==> src/rtl/core/moc_pkg.sv <==
// ----------------------------------------------------------------------------
// moc_pkg
// Shared types and constants for the mask overlay compositor.
// ----------------------------------------------------------------------------
package moc_pkg;

  // Line memory depth: the widest supported row.
  localparam int MAX_WIDTH   = 512;
  localparam int HEIGHT_CAP  = 512;
  localparam int COL_W       = $clog2(MAX_WIDTH);
  localparam int ROW_W       = $clog2(HEIGHT_CAP);
  localparam int DIM_W       = 10;
  localparam int POS_W       = 9;
  localparam int CH_W        = 8;

  // Configuration port
  localparam int CFG_INDEX_W = 2;
  localparam logic [CFG_INDEX_W-1:0] REG_IMAGE_WIDTH  = CFG_INDEX_W'(0);
  localparam logic [CFG_INDEX_W-1:0] REG_IMAGE_HEIGHT = CFG_INDEX_W'(1);
  localparam logic [DIM_W-1:0]       DIM_RESET        = DIM_W'(500);

  // Queue between front and back
  localparam int QUEUE_DEPTH = 4;
  localparam int QPTR_W      = $clog2(QUEUE_DEPTH);
  localparam int QCNT_W      = $clog2(QUEUE_DEPTH + 1);

  localparam logic [CH_W-1:0] CH_FULL = 8'hFF;
  localparam logic [CH_W-1:0] CH_ZERO = 8'h00;

  // Overlay color chosen from the team and recorder flags
  typedef enum logic [1:0] {
    CODE_BASE  = 2'd0,
    CODE_GREEN = 2'd1,
    CODE_RED   = 2'd2,
    CODE_BLUE  = 2'd3
  } code_t;

  typedef struct packed {
    code_t           code;
    logic [CH_W-1:0] red;
    logic [CH_W-1:0] green;
    logic [CH_W-1:0] blue;
    logic [CH_W-1:0] alpha;
  } pixel_t;

  // Emission info for the pixel that leaves with this item
  typedef struct packed {
    logic             emit;
    logic             last;
    logic [COL_W-1:0] x;
    logic [ROW_W-1:0] y;
    logic             y_first;
    logic             y_last;
  } tag_t;

  typedef struct packed {
    pixel_t           pix;
    logic             death;
    logic [COL_W-1:0] col;        // line memory slot of this item
    logic             prev_first; // previous position sits in column 0
    logic             prev_last;  // previous position sits in the last column
    tag_t             tag;
  } work_t;

endpackage

==> src/rtl/core/moc_queue.sv <==
// ----------------------------------------------------------------------------
// moc_queue
// Small register FIFO of tagged items between front and back.
// ----------------------------------------------------------------------------
module moc_queue (
  input  logic           clk,
  input  logic           rst,
  input  logic           push,
  input  moc_pkg::work_t push_item,
  output logic           full,
  input  logic           pop,
  output moc_pkg::work_t head,
  output logic           nonempty
);

  moc_pkg::work_t              slots [moc_pkg::QUEUE_DEPTH];
  logic [moc_pkg::QPTR_W-1:0]  wr_ptr;
  logic [moc_pkg::QPTR_W-1:0]  rd_ptr;
  logic [moc_pkg::QCNT_W-1:0]  count;

  assign full     = (count == moc_pkg::QCNT_W'(moc_pkg::QUEUE_DEPTH));
  assign nonempty = (count != '0);
  assign head     = slots[rd_ptr];

  always_ff @(posedge clk) begin
    if (push) begin
      slots[wr_ptr] <= push_item;
    end
  end

  always_ff @(posedge clk) begin
    if (rst) begin
      wr_ptr <= '0;
      rd_ptr <= '0;
      count  <= '0;
    end else begin
      if (push) begin
        wr_ptr <= wr_ptr + moc_pkg::QPTR_W'(1);
      end
      if (pop) begin
        rd_ptr <= rd_ptr + moc_pkg::QPTR_W'(1);
      end
      if (push & ~pop) begin
        count <= count + moc_pkg::QCNT_W'(1);
      end else if (pop & ~push) begin
        count <= count - moc_pkg::QCNT_W'(1);
      end
    end
  end

endmodule

==> config.mk <==
export PLATFORM = sky130hd
export DESIGN_NAME = moc_queue
export DESIGN_NICKNAME = d
export VERILOG_FILES = /design/src/rtl/core/moc_pkg.sv /design/src/rtl/core/moc_queue.sv
export SDC_FILE = /design/constraint.sdc
export NUM_CORES = 1
export LEC_CHECK = 0
export BUFFER_PORTS_ARGS = -buffer_cell sky130_fd_sc_hd__buf_2
export CORE_ASPECT_RATIO = 1.25
export CORE_UTILIZATION = 23
export DETAILED_ROUTE_END_ITERATION = 6
export SLEW_MARGIN = 30
export SYNTH_ARGS = -nofsm -noshare
export SYNTH_HDL_FRONTEND = slang
export SYNTH_SLANG_ARGS = --single-unit
==> constraint.sdc <==
create_clock -name clk -period 2.75 [get_ports clk]
set_clock_uncertainty 0.2 [all_clocks]
set_input_delay 0 -clock clk [delete_from_list [all_inputs] [get_ports clk]]
set_output_delay 0 -clock clk [all_outputs]
set_load 0.005 [all_outputs]
# == After elaboration in Yosys (flattened, before gate mapping) ==
# Memory sizes are Yosys's and may differ from the RTL's. A register that Yosys moved wholly into a read port is not among the register bits.
# Index checks and enable logic that the tools add are counted.
# W data, S select, Z words.
# word_totals
input_bits,72
regBits,7
out_inout_bits,70
mem_count,1
ram_bits,272
# mem_list
memory,depth,word_bits,rd,rd_clocked_by_memory_dff,write_ports,line,rtl
slots,4,68,1,1,1,moc_queue.sv:16,moc_pkg::work_t slots [moc_pkg::QUEUE_DEPTH];
# op_classes
mux,6
add_sub_neg,4
reduce_logical,2
n_eq_ne,1
n_bitwise,4
# op_table
operator,count
$mux W3,2
$add A2 B1 Y2 const B,2
$mux W2,2
$add A3 B1 Y3 const B,1
$eq A3 B3 Y1 const B,1
$reduce_bool A3 Y1,1
$sub A3 B1 Y3 const B,1
$and A1 B1 Y1,2
$mux W1,2
$not A1 Y1,2
$reduce_bool A2 Y1,1

# == Longest topological paths before layout ==
# depth
ltp_word,4
mapped_depth,7

# == Least setup slack after synthesis ==
# No wires, ideal clock.
# synth_timing
kind,register -> register
start,register wr_ptr[0] (netlist name)
end,memory slots[0][0] (netlist name) (enable)
path_stages_with_launch,4
arrival_ps,2137
slack_ps,-21
t_required_ps,2117
cell_sequence,dfxtp_1 > inv_1 > ha_1 > and2_1
# synth_lines
element,line,rtl
"start, declared",moc_queue.sv:17,logic [moc_pkg::QPTR_W-1:0] wr_ptr;
"start signal, assigned",moc_queue.sv:38,wr_ptr <= wr_ptr + moc_pkg::QPTR_W'(1);
"end, declared",moc_queue.sv:16,
# Straight into the memory's write port.

==> summary.md <==
| Metric | Value |
|---|---|
| Status | finished, final reports clean |
| Fill count | 4173 |
| FF+latch count, synth | roughly 280 |
| Library cells used by synthesis | 21 |
| Vias/cell | 3.92 |
| Clk Latency, worst-skew pair | 0.54 ns |
| Setup violations, final | 0 |
| Crit-path max FO | 35 |
| Final #Nets | 750 |
| Ys Warns | 0 |
| Critical path launch point type | flop |
| Core area | 0.0440 mm² |
| Reg2Reg Launch Point | wr_ptr[0]$_SDFFE_PP0P_ |
| Global-route usage over all layers | 9.47% |
| Initial antenna violation count | 3 |
| Routed WL | 21.6 mm |
| Most area-consuming cells after synthesis | edfxtp_1, mux4_2, dfxtp_1 |
| Wirelength per Cell | 17.0 µm |
| Placer Congestion | 0.687 |
| Number of synthesized flops with an enable pin | approximately 270 |
| Total gr overflow | 0 |
| 1st-iter DRT viols | 160 |
| Die width | 191 µm |
| First-pass GRT wire length | 32.1 mm |
| Crit. End Element | output pin |
| Crit path largest cell delay | 0.75 ns |
| Prevailing post-synth register cell | edfxtp_1 |
| Count leader, synth | edfxtp_1 |
| Hold Crit Class | in2reg |
| FF-to-FF path depth | 3 |
| Max Clk Rate | around 0.43 GHz |
| ANT cells | 0 |
| Number of port buffers | roughly 140 |
| Min cycle time layout | 2.33 ns |
| CP Cell Sequence | buf_4 > mux4_2 > buf_2 |
| Hold Vio Cnt, Final | 0 |
| Syn Std Cell Area | 0.0103 mm² |
| Yosys top cell area share | approximately four fifths |
| Relative slew slack | 58.8% |
| Setup slack after layout | 0.417 ns |
| Clk root buf | clkbuf_16 |
| Top post-synthesis cells by count | edfxtp_1, mux4_2, dfxtp_1 |
| H-Tree Level Count | 1 |
| Die Height | between 200 and 250 µm |
| Antenna-violating nets left | 0 |
| Fin util | 31.2% |
| CTS tree | done |
| Sink Count | 281 |
| Register area | approximately 0.0084 mm² |
| Worst setup endpoint | head[59] |
| LEAKAGE | 4.62 nW |
| Deepest clock path buffer count | 3 |
| Place WS | 0.891 ns |
| Post-synth net total | 478 |
| Final total negative setup slack | 0 ns |
| Largest net degree at the start of global routing | 69 |
| Post-route DRC | 0 |
| Synth Instances | 400 |
| Inserted Clock Buffers | 29 |
| Vias in the first global route | 5431 |
| Maximum VDD drop | 0.000413 V |
| Drt pass-1 iters | 4 |
| Final Cycle Share | a little over four fifths |
| Critical Path RT | 2.55 ns |
| Power Density | 719 mW/mm² |
| Syn Area/Cell | between 20 and 30 µm² |
| Slowest CP cell | dfxtp_4 |
| RSZ-0062 raised after global routing | no |
| Met3 Use GR | 2.88% |
| Area grow syn2layout | 34.0% |
| Max Cap Viol | 0 |
| Tot Pwr | 0.00989 W |
| Clock transition at path regs | 0.06 ns |
| Dominant cell type by area after synthesis | edfxtp_1 |
| Worst reg2reg setup slack | 0.92 ns |
| Most Crowded Layer GR | met2 |
| R2R Path End | slots[3][10]$_DFFE_PP_ |
| Worst-margin pin slew | 0.618 ns |
| Global Route met1 Usage | 11.4% |
| Initial Utilization | 23.3% |
| # rows | 86 |
| GR Util met2 | approximately 16% |
| Area of the multi-input gates | 0.00177 mm² |
| Register area share after synthesis | 81.3% |
| Max-slew violations | 0 |
| Top Ports | roughly 140 |
| WP data arrival | around 2.1 ns |
| Crit path kind | reg2out |
| Ys async rst share | 0% |
| Post_cts resized | 0 |
| Total Die Area | between 0.04 and 0.05 mm² |
| Share of cells above drive strength 1 | 38.5% |
| DP HPWL | 12.4 mm |
| Vias | 4959 |
timing repair:
action / in CTS / in global routing
setup buffers: 0 / 0
hold endpoints to repair: 304 / 0
hold buffers: 107 / 0
logic make-up (layout without fill, tap and decap cells):
family          Yosys count  after routing  synth area share, %
buf+inv                  21            315                 1.51
fa+ha+maj                 6              6                0.804
compound gates            2              2               0.0974
xor+xnor                  5              5                0.427
flops                   281            281                 81.3
mux                      70             70                 15.1
simple gates             15             15                0.731
metrics by stage:
stage               hold slack, ns  area (µm²)  instances
detailed placement          0.0183       11700       1106
finish                      0.0226       13800       1266
global route                0.0113       13800       1266
CTS                      0.0000301       13800       1266
global placement            0.0128       11700       1106
floorplan                   -0.101       10300        400
layout make-up:
type | count | area share, %
Sequential cell | 281 | 60.8
Timing Repair Buffer | 258 | 14.1
Clock buffer | 34 | 5.41
Inverter | 4 | 0.109
Clock inverter | 19 | 1.52
Tap cell | 572 | 5.20
Multi-Input combinational cell | 98 | 12.9
sequential cells by signal, indices dropped and copies added (netlist names), named ones only:
name	flops
count	3
rd_ptr	2
slots	272
wr_ptr	2
worst min-delay path by stage:
stage | start | end | slack, ns | cells past startpoint
2_1_floorplan | push_item[0] | slots[0][0]$_DFFE_PP_ | -0.10 | 0
3_3_place_gp | push_item[4] | slots[2][4]$_DFFE_PP_ | 0.01 | 1
3_5_place_dp | push_item[63] | slots[3][63]$_DFFE_PP_ | 0.02 | 1
4_1_cts | push_item[17] | slots[0][17]$_DFFE_PP_ | 0.00003 | 2
5_1_grt | push_item[16] | slots[2][16]$_DFFE_PP_ | 0.01 | 2
6_report | push_item[17] | slots[0][17]$_DFFE_PP_ | 0.02 | 2
layout by cell type (no fill, tap or decap), drive strengths merged:
cell and instances:
or3 2, ha 5, buf 151, nor2 7
inv 8, xnor2 2, mux4 68, fa 1
dfxtp 9, and2 4, dlygate4sd3 107, nand2 1
edfxtp 272, xor2 3, clkbuf 34, clkinv 10
o21ai 1, mux2i 2, clkinvlp 1, bufinv 4
nor3b 1, a21oi 1
metal layers:
metal  up-vias  routed length, µm
met2       106              10600
met5         -                 36
li1       2248                  -
met3        37               1410
met4         6                472
met1      2562               9000
report_power, final:
part / switching (W) / internal [W] / total (W)
Sequential: 0.0000830 / 0.00492 / 0.00500
Clock: 0.00161 / 0.00232 / 0.00393
Combinational: 0.000434 / 0.000526 / 0.000960
worst max-delay path: cells and delay by family, from the launching register on:
| family | cells | cell delay (ns) |
|---|---|---|
| buffers and inverters | 2 | 0.48 |
| flip-flops | 1 | 0.75 |
| multiplexers | 1 | 0.34 |
Power figures use the tool's default switching activity.
