`src/rtl/core/moc_pkg.sv`:
```
// ----------------------------------------------------------------------------
// moc_pkg
// Shared types and constants for the mask overlay compositor.
// ----------------------------------------------------------------------------
package moc_pkg;

  // Line memory depth: the widest supported row.
  localparam int MAX_WIDTH   = 512;
  localparam int HEIGHT_CAP  = 512;
  localparam int COL_W       = $clog2(MAX_WIDTH);
  localparam int ROW_W       = $clog2(HEIGHT_CAP);
  localparam int DIM_W       = 10;
  localparam int POS_W       = 9;
  localparam int CH_W        = 8;

  // Configuration port
  localparam int CFG_INDEX_W = 2;
  localparam logic [CFG_INDEX_W-1:0] REG_IMAGE_WIDTH  = CFG_INDEX_W'(0);
  localparam logic [CFG_INDEX_W-1:0] REG_IMAGE_HEIGHT = CFG_INDEX_W'(1);
  localparam logic [DIM_W-1:0]       DIM_RESET        = DIM_W'(500);

  // Queue between front and back
  localparam int QUEUE_DEPTH = 4;
  localparam int QPTR_W      = $clog2(QUEUE_DEPTH);
  localparam int QCNT_W      = $clog2(QUEUE_DEPTH + 1);

  localparam logic [CH_W-1:0] CH_FULL = 8'hFF;
  localparam logic [CH_W-1:0] CH_ZERO = 8'h00;

  // Overlay color chosen from the team and recorder flags
  typedef enum logic [1:0] {
    CODE_BASE  = 2'd0,
    CODE_GREEN = 2'd1,
    CODE_RED   = 2'd2,
    CODE_BLUE  = 2'd3
  } code_t;

  typedef struct packed {
    code_t           code;
    logic [CH_W-1:0] red;
    logic [CH_W-1:0] green;
    logic [CH_W-1:0] blue;
    logic [CH_W-1:0] alpha;
  } pixel_t;

  // Emission info for the pixel that leaves with this item
  typedef struct packed {
    logic             emit;
    logic             last;
    logic [COL_W-1:0] x;
    logic [ROW_W-1:0] y;
    logic             y_first;
    logic             y_last;
  } tag_t;

  typedef struct packed {
    pixel_t           pix;
    logic             death;
    logic [COL_W-1:0] col;        // line memory slot of this item
    logic             prev_first; // previous position sits in column 0
    logic             prev_last;  // previous position sits in the last column
    tag_t             tag;
  } work_t;

endpackage

```
`src/rtl/core/moc_if.sv`:
```
// ----------------------------------------------------------------------------
// moc_if
// Stream interfaces of the compositor: pixel input and composited output.
// ----------------------------------------------------------------------------
interface moc_in_if;
  logic       valid;
  logic       ready;
  logic       mode;
  logic [7:0] base_red;
  logic [7:0] base_green;
  logic [7:0] base_blue;
  logic [7:0] base_alpha;
  logic       team_a_here;
  logic       team_b_here;
  logic       recorder_here;
  logic       death_here;

  modport source (
    output valid, mode, base_red, base_green, base_blue, base_alpha,
           team_a_here, team_b_here, recorder_here, death_here,
    input  ready
  );
  modport sink (
    input  valid, mode, base_red, base_green, base_blue, base_alpha,
           team_a_here, team_b_here, recorder_here, death_here,
    output ready
  );
endinterface


```
`src/rtl/core/moc_front.sv`:
```
// ----------------------------------------------------------------------------
// moc_front
// Accepts items, holds the frame geometry and raster counters, and tags
// each item with its color code and the pixel it releases.
// ----------------------------------------------------------------------------
module moc_front (
  input  logic                             clk,
  input  logic                             rst,
  moc_in_if.sink                           pixels,
  input  logic                             cfg_write,
  input  logic [moc_pkg::CFG_INDEX_W-1:0]  cfg_index,
  input  logic [moc_pkg::DIM_W-1:0]        cfg_data,
  output logic                             push,
  output moc_pkg::work_t                   push_item,
  input  logic                             full
);

  logic [moc_pkg::DIM_W-1:0] width_eff;
  logic [moc_pkg::DIM_W-1:0] height_eff;
  logic [moc_pkg::COL_W-1:0] in_col;
  logic [moc_pkg::DIM_W-1:0] in_row;   // reaches height + 1 while draining
  logic [moc_pkg::COL_W-1:0] out_col;
  logic [moc_pkg::ROW_W-1:0] out_row;

  logic                      accept;
  logic                      cfg_hit;
  logic [moc_pkg::DIM_W-1:0] cap;
  logic [moc_pkg::DIM_W-1:0] clamped;
  logic [moc_pkg::DIM_W-1:0] w_last;
  logic [moc_pkg::DIM_W-1:0] h_last;
  logic                      live;
  logic                      emit;
  logic                      in_wrap;
  logic                      out_wrap;
  logic                      y_last;
  logic                      last_pix;
  moc_pkg::code_t            code;

  assign accept       = pixels.valid & ~full;
  assign pixels.ready = ~full;
  assign push         = accept;

  assign cfg_hit = cfg_write & ((cfg_index == moc_pkg::REG_IMAGE_WIDTH) ||
                                (cfg_index == moc_pkg::REG_IMAGE_HEIGHT));

  // 0 reads as 1, oversize reads as the cap
  always_comb begin
    cap = (cfg_index == moc_pkg::REG_IMAGE_WIDTH) ? moc_pkg::DIM_W'(moc_pkg::MAX_WIDTH)
                                                  : moc_pkg::DIM_W'(moc_pkg::HEIGHT_CAP);
    if (cfg_data == '0) begin
      clamped = moc_pkg::DIM_W'(1);
    end else if (cfg_data > cap) begin
      clamped = cap;
    end else begin
      clamped = cfg_data;
    end
  end

  assign w_last   = width_eff - moc_pkg::DIM_W'(1);
  assign h_last   = height_eff - moc_pkg::DIM_W'(1);
  assign live     = ~pixels.mode & (in_row < height_eff);
  // item index >= width + 1
  assign emit     = (in_row > moc_pkg::DIM_W'(1)) ||
                    ((in_row == moc_pkg::DIM_W'(1)) && (in_col != '0));
  assign in_wrap  = (moc_pkg::DIM_W'(in_col) == w_last);
  assign out_wrap = (moc_pkg::DIM_W'(out_col) == w_last);
  assign y_last   = (moc_pkg::DIM_W'(out_row) == h_last);
  assign last_pix = emit & out_wrap & y_last;

  always_comb begin
    code = moc_pkg::CODE_BASE;
    if (pixels.team_a_here & ~pixels.team_b_here) begin
      code = moc_pkg::CODE_GREEN;
    end else if (pixels.team_b_here & ~pixels.team_a_here) begin
      code = moc_pkg::CODE_RED;
    end
    if (pixels.recorder_here) begin
      code = moc_pkg::CODE_BLUE;
    end
  end

  always_comb begin
    push_item.pix.code   = live ? code : moc_pkg::CODE_BASE;
    push_item.pix.red    = live ? pixels.base_red   : moc_pkg::CH_ZERO;
    push_item.pix.green  = live ? pixels.base_green : moc_pkg::CH_ZERO;
    push_item.pix.blue   = live ? pixels.base_blue  : moc_pkg::CH_ZERO;
    push_item.pix.alpha  = live ? pixels.base_alpha : moc_pkg::CH_ZERO;
    push_item.death      = live & pixels.death_here;
    push_item.col        = in_col;
    push_item.prev_first = (width_eff == moc_pkg::DIM_W'(1)) ||
                           (in_col == moc_pkg::COL_W'(1));
    push_item.prev_last  = (in_col == '0);
    push_item.tag.emit    = emit;
    push_item.tag.last    = last_pix;
    push_item.tag.x       = out_col;
    push_item.tag.y       = out_row;
    push_item.tag.y_first = (out_row == '0);
    push_item.tag.y_last  = y_last;
  end

  always_ff @(posedge clk) begin
    if (rst) begin
      width_eff  <= moc_pkg::DIM_RESET;
      height_eff <= moc_pkg::DIM_RESET;
      in_col     <= '0;
      in_row     <= '0;
      out_col    <= '0;
      out_row    <= '0;
    end else if (cfg_hit) begin
      if (cfg_index == moc_pkg::REG_IMAGE_WIDTH) begin
        width_eff <= clamped;
      end else begin
        height_eff <= clamped;
      end
      in_col  <= '0;
      in_row  <= '0;
      out_col <= '0;
      out_row <= '0;
    end else if (accept) begin
      if (last_pix) begin
        in_col  <= '0;
        in_row  <= '0;
        out_col <= '0;
        out_row <= '0;
      end else begin
        if (in_wrap) begin
          in_col <= '0;
          in_row <= in_row + moc_pkg::DIM_W'(1);
        end else begin
          in_col <= in_col + moc_pkg::COL_W'(1);
        end
        if (emit) begin
          if (out_wrap) begin
            out_col <= '0;
            out_row <= out_row + moc_pkg::ROW_W'(1);
          end else begin
            out_col <= out_col + moc_pkg::COL_W'(1);
          end
        end
      end
    end
  end

endmodule

```
`src/flat_wrapper.sv`:
```
// flat-port wrapper written by rule: the top's interface ports become plain ports
module moc_front_flat 
  (clk, rst, cfg_write, cfg_index, cfg_data, push, push_item, full, pixels_valid, pixels_mode, pixels_base_red, pixels_base_green, pixels_base_blue, pixels_base_alpha, pixels_team_a_here, pixels_team_b_here, pixels_recorder_here, pixels_death_here, pixels_ready);
  moc_in_if pixels_i ();
  input  logic clk;
  input  logic rst;
  input  logic cfg_write;
  input  logic [moc_pkg::CFG_INDEX_W-1:0] cfg_index;
  input  logic [moc_pkg::DIM_W-1:0] cfg_data;
  output logic push;
  output moc_pkg::work_t push_item;
  input  logic full;
  input wire logic [$bits(pixels_i.valid)-1:0] pixels_valid;
  input wire logic [$bits(pixels_i.mode)-1:0] pixels_mode;
  input wire logic [$bits(pixels_i.base_red)-1:0] pixels_base_red;
  input wire logic [$bits(pixels_i.base_green)-1:0] pixels_base_green;
  input wire logic [$bits(pixels_i.base_blue)-1:0] pixels_base_blue;
  input wire logic [$bits(pixels_i.base_alpha)-1:0] pixels_base_alpha;
  input wire logic [$bits(pixels_i.team_a_here)-1:0] pixels_team_a_here;
  input wire logic [$bits(pixels_i.team_b_here)-1:0] pixels_team_b_here;
  input wire logic [$bits(pixels_i.recorder_here)-1:0] pixels_recorder_here;
  input wire logic [$bits(pixels_i.death_here)-1:0] pixels_death_here;
  output wire logic [$bits(pixels_i.ready)-1:0] pixels_ready;
  assign pixels_i.valid = pixels_valid;
  assign pixels_i.mode = pixels_mode;
  assign pixels_i.base_red = pixels_base_red;
  assign pixels_i.base_green = pixels_base_green;
  assign pixels_i.base_blue = pixels_base_blue;
  assign pixels_i.base_alpha = pixels_base_alpha;
  assign pixels_i.team_a_here = pixels_team_a_here;
  assign pixels_i.team_b_here = pixels_team_b_here;
  assign pixels_i.recorder_here = pixels_recorder_here;
  assign pixels_i.death_here = pixels_death_here;
  assign pixels_ready = pixels_i.ready;
  moc_front u_core (.clk(clk), .rst(rst), .pixels(pixels_i), .cfg_write(cfg_write), .cfg_index(cfg_index), .cfg_data(cfg_data), .push(push), .push_item(push_item), .full(full));
endmodule
```
`config.mk`:
```
export PLATFORM = sky130hd
export DESIGN_NAME = moc_front_flat
export DESIGN_NICKNAME = d
export VERILOG_FILES = /design/src/rtl/core/moc_pkg.sv /design/src/rtl/core/moc_if.sv /design/src/rtl/core/moc_front.sv /design/src/flat_wrapper.sv
export SDC_FILE = /design/constraint.sdc
export NUM_CORES = 1
export LEC_CHECK = 0
export BUFFER_PORTS_ARGS = -buffer_cell sky130_fd_sc_hd__buf_2
export CAP_MARGIN = 20
export CORE_UTILIZATION = 45
export CTS_BUF_LIST = sky130_fd_sc_hd__clkbuf_8 sky130_fd_sc_hd__clkbuf_16
export DETAILED_ROUTE_END_ITERATION = 10
export GPL_TIMING_DRIVEN = 0
export PLACE_DENSITY = 0.73
export SYNTH_ARGS = -nofsm -noshare
export SYNTH_HDL_FRONTEND = slang
export SYNTH_SLANG_ARGS = --single-unit
```
`constraint.sdc`:
```
create_clock -name clk -period 2.4 [get_ports clk]
set_input_delay 0.24 -clock clk [delete_from_list [all_inputs] [get_ports clk]]
set_output_delay 0.24 -clock clk [all_outputs]
set_load 0.05 [all_outputs]
```
Yosys cells after proc, flatten, opt, wreduce, memory -nomap -nowiden
Cells that the tools add are included.
Widths: inputs -> output; s select.
{"block": "totals", "register_bits": 57, "word_cells": 73, "output_inout_bits": 70, "input_bits": 54}
{"block": "classes", "eq_ne": 7, "n_reduce_logical": 18, "bitwise_logic": 13, "n_addsub": 6, "order_cmp": 3, "mux": 20}
{"operator": "$mux 9", "n": 8}
{"operator": "$mux 10", "n": 4}
{"operator": "$mux 8", "n": 4}
{"operator": "$eq 9x10->1", "n": 3}
{"operator": "$add 9x1->9 const B", "n": 3}
{"operator": "$eq 10x1->1 const B", "n": 2}
{"operator": "$sub 10x1->10 const B", "n": 2}
{"operator": "$logic_not 9->1", "n": 2}
{"operator": "$add 10x1->10 const B", "n": 1}
{"operator": "$gt 10x1->1 const B", "n": 1}
{"operator": "$gt 10x10->1 const B", "n": 1}
{"operator": "$logic_not 10->1", "n": 1}
{"operator": "$lt 10x10->1", "n": 1}
{"operator": "$eq 9x1->1 const B", "n": 1}
{"operator": "$reduce_bool 9->1", "n": 1}
{"operator": "$and 1x1->1", "n": 8}
{"operator": "$mux 2", "n": 4}
{"operator": "$reduce_and 2->1", "n": 4}
{"operator": "$reduce_bool 2->1", "n": 3}
{"operator": "$not 1->1", "n": 5}
{"operator": "$logic_or 1x1->1", "n": 3}
{"operator": "$reduce_and 3->1", "n": 1}
{"operator": "$eq 2x1->1 const B", "n": 1}
{"operator": "$logic_not 2->1", "n": 1}
{"operator": "2 further kinds", "n": 2}

Depth between registers and ports, before layout
Gate-level depths: netlist (run 1).
{"block": "logic_depth", "ltp_word": 7, "ltp_mapped": 12, "ltp_nobuf": 9}

Worst setup path after synthesis (run 1)
Ideal clock, no wire load.
{"block": "synth_path", "path_type": "register -> output", "start": "register u_core.height_eff[1] (netlist bit)", "end": "output port push_item[56] (netlist bit)", "stages_incl_launch_ff": 10, "path_buffers": 1, "t_arrival_ns": 2.879, "setup_slack_ns": -0.719, "path_cell_list": "dfxtp_1 > inv_1 > ha_1 > a21o_1 > a21o_1 > a21o_1 > a211oi_1 > o21ai_1 > clkbuf_1 > a21boi_0"}
{"item": "start, declared", "line": "moc_front.sv:19", "text": "logic [moc_pkg::DIM_W-1:0] height_eff;"}
{"item": "start signal, assigned", "line": "moc_front.sv:104", "text": "height_eff <= moc_pkg::DIM_RESET;"}
{"item": "start signal, assigned", "line": "moc_front.sv:113", "text": "height_eff <= clamped;"}
{"item": "end, declared", "line": "flat_wrapper.sv:11", "text": "output moc_pkg::work_t push_item;"}

Final worst setup path (run 1)
{"block": "layout_path", "start": "register u_core.height_eff[1] (netlist bit)", "end": "output port push_item[20] (netlist bit)"}
{"block": "layout_via", "elab_chain_len": 3}
{"item": "$sub 10x1->10", "line": "moc_front.sv:60", "text": "assign h_last = height_eff - moc_pkg::DIM_W'(1);"}
{"item": "$eq 9x10->1", "line": "moc_front.sv:67", "text": "assign y_last = (moc_pkg::DIM_W'(out_row) == h_last);"}
{"item": "$and 1x1->1", "line": "moc_front.sv:68", "text": "assign last_pix = emit & out_wrap & y_last;"}
Every way passes these cells.

==> results of run 1 <==
[per-stage QoR]
| step | util, % | worst slack, ps | total power [W] |
|---|---|---|---|
| after global placement | 59.4 | -381 | 0.00159 |
| after CTS | 70.6 | -301 | 0.00275 |
| after detailed placement | 59.4 | -443 | 0.00161 |
| final | 74.6 | -375 | 0.00280 |
| after global routing | 74.6 | -475 | 0.00290 |
| after floorplan | - | -166 | 0.00146 |
[layout make-up]
type                    instances  area (µm²)
fillers                       635        2370
repair buffers                179        1380
multi-input cells             424        3630
clock buffers                   9         124
flip-flops and latches         57        1180
inverters                      30         118
plain buffers                  35         269
clock inverters                 7        95.1
well taps                     129         161
[power by group through the flow]
stage | sequential, W | combinational [W] | clock, W
after floorplan | 0.000999 | 0.000459 | 0
after global placement | 0.00100 | 0.000594 | 0
after detailed placement | 0.00100 | 0.000607 | 0
after CTS | 0.000978 | 0.000737 | 0.00103
after global routing | 0.000979 | 0.000838 | 0.00108
final | 0.000979 | 0.000803 | 0.00102
[cell usage in the layout, fill, tap and decap left out, drive strengths merged, types with 6 or more instances in the layout]
master and n:
o31ai 7, clkbuf 32, a21oi 39, nand2b 11, nor4 15, o21ai 20
a21boi 36, xor2 25, nand2 32, and3 9, nand4 23, ha 21
or4 8, nor3 15, buf 191, nor3b 6, inv 30, mux2i 8
nor2 48, a211o 12, or3 7, nand3 13, xnor2 18, dfxtp 57
[worst paths after layout]
kind / startpoint / endpoint / cells after the start
setup / recovery: u_core.height_eff[1] / push_item[20] / 10
hold / removal: cfg_index[0] / u_core.height_eff[9] / 3
setup reg to reg: u_core.out_col[4] / u_core.out_row[4] / 10
hold reg to reg: u_core.in_col[1] / u_core.in_col[1] / 2
[what timing repair did]
| action | CTS | global route |
|---|---|---|
| setup endpoints to repair | 75 | 75 |
| resized for setup | 141 | 74 |
| gates cloned | 4 | 2 |
| pin swaps | 40 | 31 |
| buffers inserted | 40 | 13 |
[per-layer routing]
layer  up-vias  GRT usage, %  routed length, µm  share of wire [%]
met5         -             0                  0                  0
met4         0          12.3                617                3.9
met3        65          5.55               1070                6.7
met2       263          54.5               8150                 51
met1      2426          33.3               6050                 38
li1       2370             -                  -                  -
[worst max-delay path, stage by stage (launching register included)]
cell	delay, ps
dfxtp_4	360
inv_4	80
ha_4	150
nor3b_4	290
buf_6	170
mux2i_2	260
mux2i_1	140
o21ai_2	250
nand4_4	190
nor2_4	160
buf_8	160
[logic make-up after synthesis]
logic type               Yosys count  synth area share [%]
buffers and inverters             72                  7.42
AND/OR/NAND/NOR                  209                  27.9
AO/OA/AOI/OAI                    143                  22.1
multiplexers                       8                  1.83
flip-flops                        57                  26.1
XOR/XNOR                          43                  8.63
adder cells (fa/ha/maj)           21                  6.02
[state kept, by name, indices dropped and copies added (netlist names)]
register / count
u_core.in_col: 9
u_core.width_eff: 10
u_core.out_col: 9
u_core.in_row: 10
u_core.out_row: 9
u_core.height_eff: 10
==> impl_metrics.toml, run 1 <==
[power]
p_seq_share_pct = 35.0
power.share.switching_pct = 33.1
intPower_w = 0.00187
vdd_ir_drop_max_uv = 305
clock_power_share_pct = 36.3
powerDensity_nw_per_um2 = 402
switchingPower_w = 0.000926
p_leak_nw = 2.95
power_frac_comb_pct = 28.7

[logic_synthesis]
synth.avg_cell_area_um2 = 7.89
syn_inst = 553
synth-edff-count = 0
yosysSeqAreaShare_pct = 26.1
ys_warn_count = 0
yosysTopAreaCellShare_pct = 26.1
synth_common_cells = "57 x dfxtp_1, 47 x nor2_1, 39 x a21oi_1"
ys_types = 65
ys_top_cells_by_area = "dfxtp_1 26%, a21boi_0 6.0%, ha_1 6.0%"
synth_ff_type = "dfxtp_1"
async_flop_share_pct = 0
yosysMostFrequentCell = "dfxtp_1"
synth_nets = 628
synth_seq_cells = 57
syn_area_um2 = 4370
yosysTopAreaCell = "dfxtp_1"

[worst_setup_path]
endpoint_kind = "output port"
start_kind = "flip-flop"
arrival_ps = 2530
cp.required_ps = 2160
crit_type = "flip-flop to output port"
r2r_slack_ps = -250
cp_max_fo = 4

[timing]
hold_ws_ps = 174
hold_violations = 0
slew_headroom_pct = 63.2
max_freq_ghz = 0.360
fin_ws_ps = -375
finalMaxSlewViolations = 0
finalCriticalPeriod_ps = 2770
fin_crit_sh_pct = 116
rsz0062_at_grt = "yes"
fin_worst_skew_ps = 6.92
setup_viol = 66
worstMarginPinSlew_ps = 550
fin_setup_tns_ps = -16530

[finish]
fin_cells = 870
area_growth_pct = 59.4
fin_area_um2 = 6960
drive_gt1_share_pct = 46.3
diodes = 0
layout.nets = 811

[placed_design]
hpwlAfterDp_mm = 9.79
dpl_cell_area_um2 = 5540
gp_congestion = 0.853
port_buffers = 123
place_inst = 805

[clock_tree]
numCtsBuffers = 9
clkSinkCount = 57
cts-root-buf = "clkbuf_8"
clk_pin_slew_worst_paths_ps = 70
cts_tree = "built"
ctsHtreeMaxLevel = 3
clockBufferDepth = 2
clkLatencyLatePin_ps = 350
holdBufCountCts = 0

[detailed_routing]
post_drt_wl_per_cell_um = 18.3
num_vias = 5124
firstDrtPassIters = 8
drc_errors = 0
wirelength_mm = 15.9
ant_nets = 0
vias_per_cell = 5.89
drtIter0Drc = 299

[global_route]
grt_max_degree = 12
antenna_found_initial = 0
grt_first_pass_wirelength_mm = 23.5
grt_use_total_pct = 29.6
grt_pass1_vias = 4806
grt-ovfl-total = 0

[floorplanning]
fp.coreArea_um2 = 9330
rows = 35
io_pins = 124
die_w_um = 100
initial_core_util_pct = 46.8
die_y_um = 100
fp.dieArea_um2 = 10100

[run_status]
outcome = "complete, but fails checks"
violations = "setup timing"

[flow_run]
maxCapViolCount = 0

[hold_path]
hold_path_class = "input port to flip-flop"
Note: power is estimated with default switching activity, not from simulation.
==> inputs of run 2 (changes only) <==
- ABC_CLOCK_PERIOD_IN_PS: not set -> 2400
- CORE_UTILIZATION: 45 -> 40
- PLACE_DENSITY: 0.73 -> 0.66
==> run 2 against run 1 <==
The flow still finishes with violations (setup timing). Setup slack gained 49 ps. Final cell count grew 0.69%. Non-clock buffer count shrank 1. Hold slack gained 9.9 ps. First-iteration DRC count grew 32%. Flip-flop and latch count is the same. Global-route usage shrank 5.3 points. Critical path type unchanged. Critical endpoint unchanged.
==> impl_metrics.toml, run 2 (same netlist as run 1, synthesis figures left out) <==
[worst_setup_path]
slowest_delay_ps = 360
cp_max_fo = 4
crit_cells = 11
arrival_ps = 2490
crit_family = "buffers and inverters"
cp.required_ps = 2160
critPathCapture = "push_item[20]"
crit_type = "flip-flop to output port"
reg2reg_to = "u_core.out_row[3]"
slowest_stage = "dfxtp_4"
endpoint_kind = "output port"
critical_path.startpoint = "u_core.height_eff[1]"
worst-path-buf-inv = 4
cp_cell_sequence = "inv_4, ha_4, nor3b_4, buf_6, mux2i_1, mux2i_1, o21ai_2, nand4_4, buf_6, nor2_4, buf_8"
r2r_slack_ps = -170
start_kind = "flip-flop"
r2r_cells = 12
r2r_start = "u_core.width_eff[0]"

[placed_design]
hpwlAfterDp_mm = 9.93
port_buffers = 123
gp_congestion = 0.882
dpl_cell_area_um2 = 5550

[timing]
worstMarginPinSlew_ps = 767
finalCriticalPeriod_ps = 2730
fin_setup_tns_ps = -12390
fin_worst_skew_ps = 19.1
setup_viol = 63
rsz0062_at_grt = "yes"
finalMaxSlewViolations = 0
slew_headroom_pct = 48.7
max_freq_ghz = 0.367
fin_crit_sh_pct = 114
fin_ws_ps = -326
hold_violations = 0

[flow_run]
maxCapViolCount = 0

[finish]
mostFrequentLayoutCell = "buf_2"
fin_area_um2 = 7040
diodes = 0
drive_gt1_share_pct = 47.6
area_growth_pct = 61.3
layout.nets = 810
fillCellCount = 831
reg_top3 = "u_core.height_eff: 10 flops, u_core.in_row: 10 flops, u_core.width_eff: 10 flops"
final_cell_mix = "88 x buf_2, 57 x buf_6, 40 x nor2_1"

[power]
power.share.switching_pct = 35.1
p_leak_nw = 2.97
p_seq_share_pct = 37.1
power_frac_comb_pct = 30.2
intPower_w = 0.00172
clock_power_share_pct = 32.7
vdd_ir_drop_max_uv = 323
switchingPower_w = 0.000928
powerDensity_nw_per_um2 = 376

[detailed_routing]
wl_met3_um = 922
drc_errors = 0
top_layer = "met4"
firstDrtPassIters = 5
drt-met1-wl_mm = 6.29
post_drt_wl_per_cell_um = 17.0
drtIter0Drc = 396
ant_nets = 0
num_vias = 4940
vias_per_cell = 5.64
wirelength_mm = 14.9
dr_wl_met2_mm = 7.47

[global_route]
grt_first_pass_wirelength_mm = 22.0
grt-ovfl-total = 0
grt_max_degree = 11
grt_pass1_vias = 4499
antenna_found_initial = 0
grt_use_total_pct = 24.3

[floorplanning]
initial_core_util_pct = 41.7
fp.coreArea_um2 = 10500
die_y_um = 106
io_pins = 124
fp.dieArea_um2 = 11300
die_w_um = 106
rows = 37

[clock_tree]
numCtsBuffers = 9
clockBufferDepth = 2
ctsHtreeMaxLevel = 3
cts-root-buf = "clkbuf_8"
clkLatencyLatePin_ps = 360
clkSinkCount = 57
cts_tree = "built"
clk_pin_slew_worst_paths_ps = 70

[hold_path]
hold_start = "cfg_index[0]"
hold_path_class = "input port to flip-flop"

[run_status]
outcome = "complete, but fails checks"
violations = "setup timing"
[run 2: per-stage QoR]
stage	total power, W	setup slack, ps	hold slack (ps)	util, %	instances
2_1_floorplan	0.00146	-166	403	-	553
4_1_cts	0.00257	-289	181	62.1	858
3_3_place_gp	0.00160	-376	504	53.0	812
5_1_grt	0.00274	-378	197	67.3	876
3_5_place_dp	0.00161	-441	504	53.0	812
6_report	0.00265	-326	184	67.3	876
[run 2: routing by layer]
layer | global-route usage [%] | up-vias
li1 | - | 2373
met1 | 30.3 | 2376
met2 | 42.2 | 168
met3 | 4.54 | 23
met4 | 7.34 | 0
met5 | 0 | -
[run 2: power groups by stage]
stage	Sequential, W	Clock, W	Combinational [W]
2_1_floorplan	0.000999	0	0.000459
4_1_cts	0.000978	0.000865	0.000732
3_3_place_gp	0.00100	0	0.000595
5_1_grt	0.000983	0.000919	0.000838
3_5_place_dp	0.00100	0	0.000607
6_report	0.000982	0.000865	0.000799
[run 2: timing repair]
action	CTS	global route
cloned	4	3
hold endpoints to repair	0	0
buffers inserted	30	22
pin swaps	32	53
setup endpoints to repair	75	75
hold buffers	0	0
resized for setup	140	94
[run 2: cell type report]
cell class	count	area, µm²	share of cell area [%]
multi-input cells	424	3720	52.8
plain buffers	32	268	3.80
flip-flops and latches	57	1180	16.8
clock buffers	11	151	2.15
clock inverters	5	30.0	0.427
inverters	30	118	1.67
well taps	136	170	2.42
repair buffers	181	1400	19.9
[run 2: worst min-delay path by stage]
stage | end | cells after the start
after floorplan | u_core.height_eff[9] | 2
after global placement | u_core.in_col[1] | 2
after detailed placement | u_core.in_col[1] | 2
after CTS | u_core.height_eff[9] | 3
after global routing | u_core.height_eff[9] | 3
final | u_core.height_eff[9] | 3
[run 2: tightest hold or removal path, stage by stage]
cell	delay, ps
buf_2	110
nand3_1	80
a21oi_1	60
==> inputs of run 3 (changes only) <==
- SETUP_SLACK_MARGIN: not set -> 0.4
==> run 3 against run 2 <==
The run still ends with setup timing left. Core utilization is 2.2 points higher. Clock skew is 7.9 ps lower. Sequential power is 0.4% lower. Non-clock buffer count is 14 higher. Clock-buffer cell count is 2 lower. Hold slack better by 1.2 ps. Flip-flop and latch count stayed put. Via count is 1.4% higher. Final cell count is 1.7% higher. Combinational power is 2% higher. Global-route usage is 1.4 points higher. Routed wire length is 1.8% higher.
==> impl_metrics.toml, run 3 (same netlist as run 1, synthesis figures left out) <==
[timing]
rsz0062_at_grt = "yes"
hold_violations = 0
finalMaxSlewViolations = 0
max_freq_ghz = 0.359
slew_headroom_pct = 35.3
fin_ws_ps = -386
finalCriticalPeriod_ps = 2790
worstMarginPinSlew_ps = 967
hold_ws_ps = 185
setup_viol = 74
fin_worst_skew_ps = 11.3
fin_crit_sh_pct = 116
fin_setup_tns_ps = -16950

[clock_tree]
cts_tree = "built"
ctsHtreeMaxLevel = 3
clk_pin_slew_worst_paths_ps = 70
clkLatencyLatePin_ps = 360
clockBufferDepth = 2
numCtsBuffers = 9
clkSinkCount = 57
cts-root-buf = "clkbuf_8"

[power]
vdd_ir_drop_max_uv = 270
switchingPower_w = 0.000923
power.share.switching_pct = 34.1
power_frac_comb_pct = 30.2
p_leak_nw = 3.07
p_seq_share_pct = 36.2
powerDensity_nw_per_um2 = 372
intPower_w = 0.00178
clock_power_share_pct = 33.6

[finish]
drive_gt1_share_pct = 50.1
final_cell_mix = "86 x buf_2, 65 x buf_6, 38 x buf_4"
reg_top3 = "u_core.height_eff: 10 flops, u_core.in_row: 10 flops, u_core.width_eff: 10 flops"
multi_input_area_um2 = 3750
diodes = 0
mostFrequentLayoutCell = "buf_2"
area_growth_pct = 66.5
fillCellCount = 799
layout.nets = 825
regArea_um2 = 1180

[placed_design]
gp_congestion = 0.895
port_buffers = 123
hpwlAfterDp_mm = 9.97

[worst_setup_path]
crit_type = "flip-flop to flip-flop"
endpoint_kind = "flip-flop"
start_kind = "flip-flop"
arrival_ps = 3020
cp_max_fo = 4
cp.required_ps = 2640

[detailed_routing]
drc_errors = 0
vias_per_cell = 5.62
wirelength_mm = 15.1
firstDrtPassIters = 5
drtIter0Drc = 281
ant_nets = 0
num_vias = 5008
post_drt_wl_per_cell_um = 17.0

[floorplanning]
initial_core_util_pct = 41.7
fp.coreArea_um2 = 10500
die_y_um = 106
die_w_um = 106
rows = 37
io_pins = 124
fp.dieArea_um2 = 11300

[hold_path]
hold_path_class = "input port to flip-flop"

[global_route]
grt_pass1_vias = 4803
grt_use_total_pct = 25.7
grt_first_pass_wirelength_mm = 23.3
grt_max_degree = 12
grt-ovfl-total = 0
antenna_found_initial = 0

[run_status]
outcome = "complete, but fails checks"
violations = "setup timing"

[flow_run]
maxCapViolCount = 0
run 3: layout make-up:
cell class	instances	share of cell area, %
tap	136	2.34
clock buffer	9	1.70
buffer	42	4.99
inverter	30	1.62
multi-input combinational	425	51.6
sequential	57	16.3
timing repair buffer	185	20.4
clock inverter	7	0.964
run 3: power by group through the flow:
| stage | combinational (W) | sequential, W | clock, W |
|---|---|---|---|
| floorplan | 0.000489 | 0.000999 | 0 |
| global placement | 0.000626 | 0.00100 | 0 |
| detailed placement | 0.000635 | 0.00100 | 0 |
| CTS | 0.000771 | 0.000977 | 0.000932 |
| global route | 0.000857 | 0.000979 | 0.000976 |
| finish | 0.000817 | 0.000978 | 0.000909 |
run 3: worst max-delay path, stage by stage (launching register included):
cell and delay [ps]:
dfxtp_2 330, buf_8 120, buf_4 120, buf_6 100, or4_4 550, buf_6 140
buf_6 120, nor4_4 160, a2111oi_2 70, nand2_2 120, buf_6 110, nand4_1 170
buf_4 200, o31ai_2 240, a21oi_1 100
run 3: path summary, 6_finish.rpt:
kind	slack (ps)	end	cells after the start	start
worst min register to register	540	u_core.in_row[1]	2	u_core.in_row[1]
worst max register to register	-390	u_core.in_row[8]	14	u_core.width_eff[0]
worst max-delay path	-390	u_core.in_row[8]	14	u_core.width_eff[0]
worst min-delay path	190	u_core.height_eff[9]	3	cfg_index[0]
run 3: timing repair:
action	in CTS	in global routing
hold buffers	0	0
buffers inserted	46	11
resized for setup	172	51
endpoints found under the setup margin	77	78
pin swaps	55	32
gates cloned	4	2
run 3: metrics by stage:
stage | setup WS, ps | total power, W | utilization [%] | std cells | instance area [µm²]
2_1_floorplan | 22.6 | 0.00149 | - | 553 | 4980
3_3_place_gp | -262 | 0.00163 | 55.1 | 812 | 5760
4_1_cts | -365 | 0.00268 | 66.7 | 878 | 6980
5_1_grt | -493 | 0.00281 | 69.5 | 891 | 7270
6_report | -386 | 0.00270 | 69.5 | 891 | 7270
3_5_place_dp | -370 | 0.00164 | 55.1 | 812 | 5760
run 3: layer usage:
metal | global-route usage, % | wire (µm) | share of wire [%] | up-vias
met3 | 4.90 | 833 | 5.5 | 33
li1 | - | - | - | 2404
met4 | 9.49 | 372 | 2.5 | 0
met5 | 0 | 0 | 0 | -
met1 | 28.7 | 6100 | 40 | 2400
met2 | 48.0 | 7840 | 52 | 171
